--- src/rtl/abpg_pkg.sv ---
package abpg_pkg;

    // Siren ramp length in steps (one way); pairs per siren cycle is twice this
    localparam int SirenStepsDefault = 10;

    localparam int DurW     = 32;
    localparam int SegIdxW  = 5;
    localparam int SegTimeW = 10;
    localparam int PatW     = 3;
    // Half position = 2 * pair + half, with room for two steps past the last half
    localparam int PosW     = SegIdxW + 2;

    typedef enum logic [1:0] {
        ActTick       = 2'd0,
        ActStart      = 2'd1,
        ActStop       = 2'd2,
        ActSetPattern = 2'd3
    } t_action;

    localparam logic [PatW-1:0] PatContinuous   = 3'd0;
    localparam logic [PatW-1:0] PatPulse        = 3'd1;
    localparam logic [PatW-1:0] PatSiren        = 3'd2;
    localparam logic [PatW-1:0] PatIntermittent = 3'd3;
    localparam logic [PatW-1:0] PatEmergency    = 3'd4;

    localparam logic [SegTimeW-1:0] ContinuousOnMs   = 10'd100;
    localparam logic [SegTimeW-1:0] PulseHalfMs      = 10'd500;
    localparam logic [SegTimeW-1:0] IntermitOnMs     = 10'd200;
    localparam logic [SegTimeW-1:0] IntermitOffMs    = 10'd800;
    localparam logic [SegTimeW-1:0] EmergencyHalfMs  = 10'd100;
    localparam logic [SegTimeW-1:0] SirenBaseMs      = 10'd50;
    localparam logic [SegTimeW-1:0] SirenStepMs      = 10'd20;
    localparam logic [SegTimeW-1:0] SilentOffMs      = 10'd1;

    typedef struct packed {
        logic                running;
        logic [PatW-1:0]     cur_pattern;
        logic [PatW-1:0]     cyc_pattern;
        logic [DurW-1:0]     alarm_length;
        logic [DurW-1:0]     elapsed_ms;
        logic [SegIdxW-1:0]  seg_index;
        logic [SegTimeW-1:0] seg_time;
        logic                sounding;
    } t_state;

    typedef struct packed {
        logic pin_level;
        logic alarm_active;
        logic expired;
    } t_result;

endpackage

--- src/rtl/abpg_next.sv ---
module abpg_next #(
    parameter int SIREN_STEPS = abpg_pkg::SirenStepsDefault
) (
    input  abpg_pkg::t_state                  i_state,
    input  logic [1:0]                        i_action,
    input  logic [abpg_pkg::PatW-1:0]         i_pattern,
    input  logic [abpg_pkg::DurW-1:0]         i_duration_ms,
    input  logic                              i_polarity,
    output abpg_pkg::t_state                  o_state,
    output abpg_pkg::t_result                 o_result
);

    localparam int PosW = abpg_pkg::PosW;
    localparam logic [PosW-2:0] SirenPairs = (PosW-1)'(2 * SIREN_STEPS);
    localparam logic [PosW-2:0] SirenSteps = (PosW-1)'(SIREN_STEPS);
    localparam logic [PosW-1:0] SirenEnd   = PosW'(4 * SIREN_STEPS);
    localparam logic [PosW-1:0] PlainEnd   = PosW'(2);

    // Length of the half at a position; zero means the half is skipped
    function automatic logic [abpg_pkg::SegTimeW-1:0] half_len(
        input logic [abpg_pkg::PatW-1:0] pat,
        input logic [PosW-1:0]           pos
    );
        logic [PosW-2:0]                 pair;
        logic [PosW-2:0]                 step;
        logic [abpg_pkg::SegTimeW-1:0]   step_ext;
        logic [abpg_pkg::SegTimeW-1:0]   len;
        pair     = pos[PosW-1:1];
        step     = (pair < SirenSteps) ? pair : SirenPairs - pair;
        step_ext = abpg_pkg::SegTimeW'(step);
        case (pat)
            abpg_pkg::PatContinuous: begin
                len = pos[0] ? '0 : abpg_pkg::ContinuousOnMs;
            end
            abpg_pkg::PatPulse: begin
                len = abpg_pkg::PulseHalfMs;
            end
            abpg_pkg::PatSiren: begin
                len = abpg_pkg::SirenBaseMs + abpg_pkg::SirenStepMs * step_ext;
            end
            abpg_pkg::PatIntermittent: begin
                len = pos[0] ? abpg_pkg::IntermitOffMs : abpg_pkg::IntermitOnMs;
            end
            abpg_pkg::PatEmergency: begin
                len = abpg_pkg::EmergencyHalfMs;
            end
            default: begin
                len = pos[0] ? abpg_pkg::SilentOffMs : '0;
            end
        endcase
        return len;
    endfunction

    function automatic logic half_ok(
        input logic [abpg_pkg::PatW-1:0] pat,
        input logic [PosW-1:0]           pos
    );
        logic [PosW-1:0] pos_end;
        pos_end = (pat == abpg_pkg::PatSiren) ? SirenEnd : PlainEnd;
        return (pos < pos_end) && (half_len(pat, pos) != '0);
    endfunction

    abpg_pkg::t_action              action;
    logic [PosW-1:0]                cur_pos;
    logic [PosW-1:0]                pos_a;
    logic [PosW-1:0]                pos_b;
    logic [abpg_pkg::SegTimeW-1:0]  seg_t1;
    logic [abpg_pkg::DurW-1:0]      elapsed_inc;
    logic                           half_done;
    logic                           ok_a;
    logic                           ok_b;
    logic [abpg_pkg::PatW-1:0]      begin_pat;
    logic                           ok_first;
    logic                           expiry_hit;
    logic                           do_begin;
    logic                           expired;
    abpg_pkg::t_state               n;

    assign action      = abpg_pkg::t_action'(i_action);
    assign cur_pos     = {1'b0, i_state.seg_index, ~i_state.sounding};
    assign pos_a       = cur_pos + PosW'(1);
    assign pos_b       = cur_pos + PosW'(2);
    assign seg_t1      = i_state.seg_time + abpg_pkg::SegTimeW'(1);
    assign elapsed_inc = (&i_state.elapsed_ms) ? i_state.elapsed_ms
                                               : i_state.elapsed_ms + abpg_pkg::DurW'(1);
    assign half_done   = seg_t1 >= half_len(i_state.cyc_pattern, cur_pos);
    // No pattern skips two halves in a row, so two candidates cover the search
    assign ok_a        = half_ok(i_state.cyc_pattern, pos_a);
    assign ok_b        = half_ok(i_state.cyc_pattern, pos_b);
    assign begin_pat   = (action == abpg_pkg::ActStart) ? i_pattern : i_state.cur_pattern;
    assign ok_first    = half_ok(begin_pat, PosW'(0));
    // Start clears elapsed time, so only a tick can reach the limit
    assign expiry_hit  = (action == abpg_pkg::ActTick) && (i_state.alarm_length != '0)
                         && (elapsed_inc >= i_state.alarm_length);

    always_comb begin
        n        = i_state;
        do_begin = 1'b0;
        expired  = 1'b0;
        case (action)
            abpg_pkg::ActTick: begin
                if (i_state.running) begin
                    n.elapsed_ms = elapsed_inc;
                    n.seg_time   = seg_t1;
                    if (half_done) begin
                        if (ok_a) begin
                            n.seg_index = pos_a[PosW-2:1];
                            n.sounding  = ~pos_a[0];
                            n.seg_time  = '0;
                        end else if (ok_b) begin
                            n.seg_index = pos_b[PosW-2:1];
                            n.sounding  = ~pos_b[0];
                            n.seg_time  = '0;
                        end else begin
                            do_begin = 1'b1;
                        end
                    end
                end
            end
            abpg_pkg::ActStart: begin
                n.running      = 1'b1;
                n.cur_pattern  = i_pattern;
                n.alarm_length = i_duration_ms;
                n.elapsed_ms   = '0;
                do_begin       = 1'b1;
            end
            abpg_pkg::ActStop: begin
                n.running   = 1'b0;
                n.sounding  = 1'b0;
                n.seg_index = '0;
                n.seg_time  = '0;
            end
            abpg_pkg::ActSetPattern: begin
                n.cur_pattern = i_pattern;
            end
            default: begin
                n = i_state;
            end
        endcase

        if (do_begin) begin
            if (expiry_hit) begin
                n.running   = 1'b0;
                n.sounding  = 1'b0;
                n.seg_index = '0;
                n.seg_time  = '0;
                expired     = 1'b1;
            end else begin
                // Latch the pattern, open on the first half that is not skipped
                n.cyc_pattern = begin_pat;
                n.seg_index   = '0;
                n.sounding    = ok_first;
                n.seg_time    = '0;
            end
        end
    end

    assign o_state                = n;
    assign o_result.pin_level     = n.sounding ? i_polarity : ~i_polarity;
    assign o_result.alarm_active  = n.running;
    assign o_result.expired       = expired;

endmodule

--- src/rtl/alarm_buzzer_pattern_generator_core.sv ---
// Channel   Direction  Handshake                 Beat payload
// -------   ---------  ------------------------  ----------------------------------
// in        input      i_in_valid / o_in_stall   i_action, i_pattern, i_duration_ms
// out       output     o_out_valid / i_out_stall o_pin_level, o_alarm_active, o_expired
// cfg       input      i_cfg_we                  i_cfg_wdata (pin polarity)
//
// One beat in, one beat out; a new beat is taken every clock while the output moves.
// Each beat passes the input register, one pass of next-state logic, then the state and
// result registers; that pass sets the rate. Reset (synchronous, i_rst_n low) silences
// the alarm, clears alarm state and valid flags and sets the polarity to active high.
// A stall on the output holds the result register and, through o_in_stall, the input
// register; nothing is dropped.
module alarm_buzzer_pattern_generator_core #(
    parameter int SIREN_STEPS = abpg_pkg::SirenStepsDefault
) (
    input  logic                          i_clk,
    input  logic                          i_rst_n,

    input  logic                          i_cfg_we,
    input  logic                          i_cfg_wdata,

    input  logic                          i_in_valid,
    output logic                          o_in_stall,
    input  logic [1:0]                    i_action,
    input  logic [abpg_pkg::PatW-1:0]     i_pattern,
    input  logic [abpg_pkg::DurW-1:0]     i_duration_ms,

    output logic                          o_out_valid,
    input  logic                          i_out_stall,
    output logic                          o_pin_level,
    output logic                          o_alarm_active,
    output logic                          o_expired
);

    // Input register
    logic                          r_in_valid;
    logic [1:0]                    r_in_action;
    logic [abpg_pkg::PatW-1:0]     r_in_pattern;
    logic [abpg_pkg::DurW-1:0]     r_in_duration;

    // Alarm state and polarity
    abpg_pkg::t_state              r_state;
    abpg_pkg::t_state              n_state;
    logic                          r_polarity;

    // Result register
    logic                          r_out_valid;
    abpg_pkg::t_result             r_result;
    abpg_pkg::t_result             n_result;

    logic                          out_free;
    logic                          proc;
    logic                          in_take;

    // The result slot frees when empty or when its beat leaves this clock
    assign out_free   = !r_out_valid || !i_out_stall;
    assign proc       = r_in_valid && out_free;
    assign in_take    = i_in_valid && (!r_in_valid || out_free);
    assign o_in_stall = r_in_valid && !out_free;

    abpg_next #(
        .SIREN_STEPS (SIREN_STEPS)
    ) u_next (
        .i_state       (r_state),
        .i_action      (r_in_action),
        .i_pattern     (r_in_pattern),
        .i_duration_ms (r_in_duration),
        .i_polarity    (r_polarity),
        .o_state       (n_state),
        .o_result      (n_result)
    );

    // Control: valid flags, alarm state, polarity
    always_ff @(posedge i_clk) begin
        if (!i_rst_n) begin
            r_in_valid  <= 1'b0;
            r_out_valid <= 1'b0;
            r_state     <= '0;
            r_polarity  <= 1'b1;
        end else begin
            if (in_take) begin
                r_in_valid <= 1'b1;
            end else if (proc) begin
                r_in_valid <= 1'b0;
            end
            if (proc) begin
                r_out_valid <= 1'b1;
                r_state     <= n_state;
            end else if (out_free) begin
                r_out_valid <= 1'b0;
            end
            if (i_cfg_we) begin
                r_polarity <= i_cfg_wdata;
            end
        end
    end

    // Payload: hold the input beat until processed, hold the result while stalled
    always_ff @(posedge i_clk) begin
        if (in_take) begin
            r_in_action   <= i_action;
            r_in_pattern  <= i_pattern;
            r_in_duration <= i_duration_ms;
        end
        if (proc) begin
            r_result <= n_result;
        end
    end

    assign o_out_valid    = r_out_valid;
    assign o_pin_level    = r_result.pin_level;
    assign o_alarm_active = r_result.alarm_active;
    assign o_expired      = r_result.expired;

endmodule
--- config.mk ---
export PLATFORM = sky130hd
export DESIGN_NAME = alarm_buzzer_pattern_generator_core
export DESIGN_NICKNAME = d
export VERILOG_FILES = /design/src/rtl/abpg_pkg.sv /design/src/rtl/abpg_next.sv /design/src/rtl/alarm_buzzer_pattern_generator_core.sv
export SDC_FILE = /design/constraint.sdc
export NUM_CORES = 1
export LEC_CHECK = 0
export BUFFER_PORTS_ARGS = -buffer_cell sky130_fd_sc_hd__buf_2
export CAP_MARGIN = 20
export CORE_AREA = 2 2 134 136
export CTS_CLUSTER_SIZE = 14
export DETAILED_ROUTE_END_ITERATION = 7
export DIE_AREA = 0 0 136 138
export PLACE_DENSITY = 0.69
export SLEW_MARGIN = 30
export SYNTH_ARGS = -nofsm -noshare
export SYNTH_HDL_FRONTEND = slang
export SYNTH_SLANG_ARGS = --single-unit
--- constraint.sdc ---
create_clock -name i_clk -period 4.3 [get_ports i_clk]
set_clock_uncertainty 0.1 [all_clocks]
set_input_delay 0.645 -clock i_clk [delete_from_list [all_inputs] [get_ports i_clk]]
set_output_delay 0.645 -clock i_clk [all_outputs]
set_load 0.1 [all_outputs]
Yosys cells after proc, flatten, opt, wreduce, memory -nomap -nowiden

Index checks and enable logic that the tools add are counted.

Flip-flop bits (word level): 130
Latch bits: 0
Bits in writable memories: 0
ROM bits: 0
Bits of input ports: 43
Output and inout bits: 5
Word-level logic and storage cells: 134
Memories: 0

Add/sub/neg operators: 10
Multiply operators: 3
Divide/modulo/power cells: 0
Order comparisons: 8
Eq/ne operators: 15
Shifts and indexed selects: 0
Multiplexer cells: 42
Bitwise operators: 5
Reductions and logical operators: 34

Operators by type and width:

| cell                                                        | number |
|---|---|
| case mux 10 bit (5 select lines)                            | 3 |
| two-way mux 16 bit                                          | 4 |
| case mux 32 bit (2 select lines)                            | 1 |
| two-way mux 48 bit                                          | 1 |
| case mux 9 bit (4 select lines)                             | 1 |
| adder 32 x 1 -> 32 bit (second input constant)              | 1 |
| >= comparator 32 bit                                        | 1 |
| two-way mux 32 bit                                          | 1 |
| case mux 16 bit (2 select lines)                            | 1 |
| AND reduction 32 bit                                        | 1 |
| nonzero test 32 bit                                         | 1 |
| adder 6 x 10 -> 10 bit (first input constant)               | 3 |
| two-way mux 10 bit                                          | 3 |
| two-way mux 6 bit                                           | 5 |
| nonzero test 10 bit                                         | 3 |
| multiplier 3 x 6 -> 8 bit (first input constant)            | 3 |
| two-way mux 7 bit                                           | 3 |
| two-way mux 1 bit                                           | 16 |
| less-than comparator 7 bit                                  | 2 |
| equality test 3 x 2 -> 1 bit (second input constant)        | 4 |
| less-than comparator 6 x 4 -> 1 bit (second input constant) | 2 |
| subtractor 5 x 6 -> 6 bit (first input constant)            | 2 |
| adder 10 x 1 -> 10 bit (second input constant)              | 1 |
| >= comparator 10 bit                                        | 1 |
| other kinds (27)                                            | 53 |

Longest topological paths before layout

Depth in word-level cells: 16
Mapped depth: 24
Mapped depth without buffers: 23

Cells and area by module

Synthesis repeated with hierarchy kept, for this count alone.

Cell total of the unflattened synthesis: 1155
Area, all modules: 9337.7 µm²

By module, submodules not included:

| module                              | instances | cells an instance | area an instance (µm²) | seq. area each (µm²) |
|---|---|---|---|---|
| alarm_buzzer_pattern_generator_core | 1         | 429               | 4780.8                 | 3002.9 |
| abpg_next                           | 1         | 726               | 4556.9                 | 0.0 |

Worst setup path before layout

Ideal clock, no wire load.

Kind: register to register
From: register r_state[11] (netlist bit)
To: register r_result (netlist bit o_pin_level), data pin
Library setup time: 0.268 ns
Arrival time: 4.306 ns
Data required time: 3.932 ns
Slack: -0.374 ns
Stages on the path, launching flop included: 23
Path buffers: 1
Clock period less this slack: 4.674 ns
Path through: dfxtp_1 > clkbuf_1 > inv_1 > ha_1 > inv_1 > a22oi_1 > ha_1 > ha_1 > inv_1 > fa_1 > a21oi_1 > xor2_1 > a21oi_1 > or2_2 > ha_1 > a21oi_1 > nor2_1 > a211oi_1 > a21oi_1 > a31oi_1 > nor2_1 > a22oi_1 > xor2_1

RTL lines:

| element                | RTL line                                   | text |
|---|---|---|
| start, declared        | alarm_buzzer_pattern_generator_core.sv:42  | `abpg_pkg::t_state r_state;` |
| start signal, assigned | alarm_buzzer_pattern_generator_core.sv:88  | `r_state <= n_state;` |
| end signal, assigned   | alarm_buzzer_pattern_generator_core.sv:106 | `r_result <= n_result;` |
| end, declared          | alarm_buzzer_pattern_generator_core.sv:48  | `abpg_pkg::t_result r_result;` |

==> flow_summary.ini <==
[outcome]
run_status = completed

[global_route]
grt_pass1_wl_um = 28800
grt_overflow = 0
grt_usage_pct = 19.0
grt_pass1_vias = 5863
antenna_found_initial = 0
grt_max_degree = 38

[cells_and_area]
area_delta_synth_final_pct = 19.3
seq_area_mm2 = 0.00301
diodes = 0
fin_util_pct = 52.4
design_area_mm2 = 0.00918
nFillCells = 1615
drive_above_1_share_pct = 19.3
finalNonFillerCells = 1194
nNetsFinal = 1061
multi_input_area_mm2 = 0.00452

[timing]
worst_slack_ps = 33.9
fin_crit_sh_pct = 99.2
tightest_slew_ps = 785
slew_headroom_pct = 47.5
rsz0062_at_grt = true
finalSetupViolations = 0
max_freq_mhz = 234
hold_viol_final = 0
post-route-min-period_ps = 4270
finalMaxSlewViolations = 0

[detailed_routing]
wl_per_cell_um = 14.6
drc = 0
routed_wirelength_um = 17400
drt_iter0_drc = 376
dr.max_layer_used = met4
drt-vias-per-instance = 5.31
drtAntennaViolNets = 0
met3_wirelength_um = 713
first_pass_iters = 7
wl_met1_um = 8890
vias = 6340
wl_met2_um = 7510

[power]
p_leak_nw = 3.67
seq_power_share_pct = 45.6
powerDensity_mw_per_mm2 = 316
switching_share_pct = 24.3
power_mw = 2.90
p_switching_mw = 0.705
clockPowerShare_pct = 47.7
pwr-share-comb_pct = 6.8
ir_worst_vdd_mv = 0.322
p_int_mw = 2.19

[synthesis]
synth_flop_cell = dfxtp_1
synth_async_sr_flop_share_pct = 0
yosysWarnings = 0
yosysSeqAreaShare_pct = 39.0
synth-seq-cells = 130
yosys-top-cells-area = dfxtp_1 (23%), edfxtp_1 (16%), ha_1 (11%), nand2_1 (7.2%), xor2_1 (3.1%)
yosysTopAreaCell = dfxtp_1
synth.most_common_cell = nand2_1
yosysUniqueCellTypes = 65
syn_area_mm2 = 0.00770
syn-num-nets = 993
synth_edf_count = 40
synthTopCellsByCount = nand2_1 (148), dfxtp_1 (90), ha_1 (65), inv_1 (52), nor2_1 (51)
syn_area_per_cell_um2 = 8.71
synth_top_area_share_pct = 23.4
synthCells = 884

[setup_path]
crit_path_max_fanout = 4
slowest_delay_ps = 460
setup.worst_path.start_class = register
worstSetupEndpointType = register
crit_path_cell_trace = inv_2 > ha_4 > inv_2 > a22oi_2 > ha_4 > ha_4 > inv_2 > fa_2 > a21oi_2 > xor2_1 > a21oi_1 > or2_4 > ha_4 > a21oi_1 > nor2_1 > a211oi_4 > a21oi_2 > a31oi_4 > nor2_1 > a22oi_2 > xor2_1
arrival_ps = 4330
critPathSlowestCell = fa_2
crit_top_cell = ha_4
cpLargestDelayFamily = compound AO/OA/AOI/OAI gates
worstPathRequired_ps = 4360
path_buf_inv = 3
path_class = reg2reg

[clocking]
clk_pin_slew_ps = 60
cts_made_buffers = 17
cts_sinks = 130
clk_latency_ps = 420
clockBufferDepth = 2
htreeDepth = 4
cts-root-buf = clkbuf_16
cts_tree = yes

[floorplan]
pin_count = 48
core_region_area_mm2 = 0.0175
die_area_mm2 = 0.0188
num_rows = 49
die_x_um = 136
initial_core_util_pct = 43.9
fp.dieH_um = 138

[placed_design]
place_ws_ps = -120
gp_congestion = 0.858
dp_hpwl_um = 12200
portBuffers = 47
place_inst = 1152
dpl_cell_area_mm2 = 0.00834

[hold_path]
hold_path_class = in2reg

[flow_run]
cap_viol_max_count = 0
[sequential cells by signal (all words and copies together) (netlist names)]
| register | count |
|---|---|
| r_in_duration | 32 |
| r_polarity | 1 |
| r_state | 87 |
| r_in_pattern | 3 |
| o_alarm_active | 1 |
| r_in_valid | 1 |
| o_out_valid | 1 |
| o_pin_level | 1 |
| r_in_action | 2 |
| o_expired | 1 |
[metrics by stage]
step	hold slack (ps)	TNS [ps]
floorplan	349	0
global placement	361	-11.2
detailed placement	365	-509
CTS	285	0
global route	281	-1440
finish	292	0
[area by class of cell]
class                      count  share of cell area [%]
clock buffer                  19                    4.82
timing repair buffer          92                    6.51
clock inverter                13                    1.36
inverter                      53                    2.17
tap                          229                    3.12
multi-input combinational    658                    49.2
sequential                   130                    32.8
[path summary, 6_finish.rpt]
check	startpoint	to	cells past startpoint	slack (ps)
max	r_state[12]$_SDFFE_PN0P_	o_pin_level$_DFFE_PP_	21	30
min	i_duration_ms[4]	r_in_duration[4]$_DFFE_PP_	1	290
max reg2reg	r_state[12]$_SDFFE_PN0P_	o_pin_level$_DFFE_PP_	21	30
min reg2reg	r_state[63]$_SDFFE_PN0P_	r_state[63]$_SDFFE_PN0P_	2	370
[power groups by stage]
stage / Sequential (mW) / Clock (mW) / Combinational (mW)
after floorplan: 1.35 / 0 / 0.112
after global placement: 1.35 / 0 / 0.178
after detailed placement: 1.35 / 0 / 0.180
after CTS: 1.32 / 1.40 / 0.185
after global routing: 1.32 / 1.46 / 0.219
final: 1.32 / 1.38 / 0.196
[placed cells by master (no fill, tap or decap), drive strengths merged, types with 6 or more instances in the layout]
master / netlist / routed
buf: 10 / 92
o211ai: 6 / 6
nand2: 148 / 148
or3: 6 / 6
nand4: 15 / 15
nor2: 51 / 51
ha: 65 / 65
a21boi: 32 / 32
xor2: 27 / 27
and3: 13 / 13
o21ai: 45 / 45
nor2b: 20 / 20
clkinv: 1 / 7
a22oi: 11 / 11
edfxtp: 40 / 40
mux2i: 11 / 11
o31ai: 8 / 8
nand3: 25 / 25
a211oi: 6 / 6
a21oi: 43 / 43
xnor2: 26 / 26
nor3: 10 / 10
a22o: 7 / 7
a21o: 7 / 7
dfxtp: 90 / 90
o21a: 7 / 7
clkbuf: 33 / 19
and4: 7 / 7
nor4: 14 / 14
inv: 52 / 56
a31oi: 14 / 14
[repair_timing]
action	in CTS	in global routing
hold buffers	0	0
setup buffers	0	8
pin swaps	6	30
gates resized for setup	9	36
cloned	0	1
setup endpoints to repair	11	23
[cell families (layout without fill, tap and decap cells)]
family                   after synthesis  in the layout  share of synthesized area [%]
AND/OR/NAND/NOR                      329            329                           20.7
AO/OA/AOI/OAI                        196            196                           16.4
flip-flops                           130            130                           39.0
buffers and inverters                 96            177                           5.15
adder cells (fa/ha/maj)               66             66                           10.8
XOR/XNOR                              53             53                           6.03
multiplexers                          14             14                           1.87
[per-layer routing]
layer  track usage [%]  up-vias
met2              27.3      151
met3              3.26       25
met5                 0        -
met4              6.74        0
met1              28.4     2921
li1                  -     3243
Power figures use the tool's default switching activity.
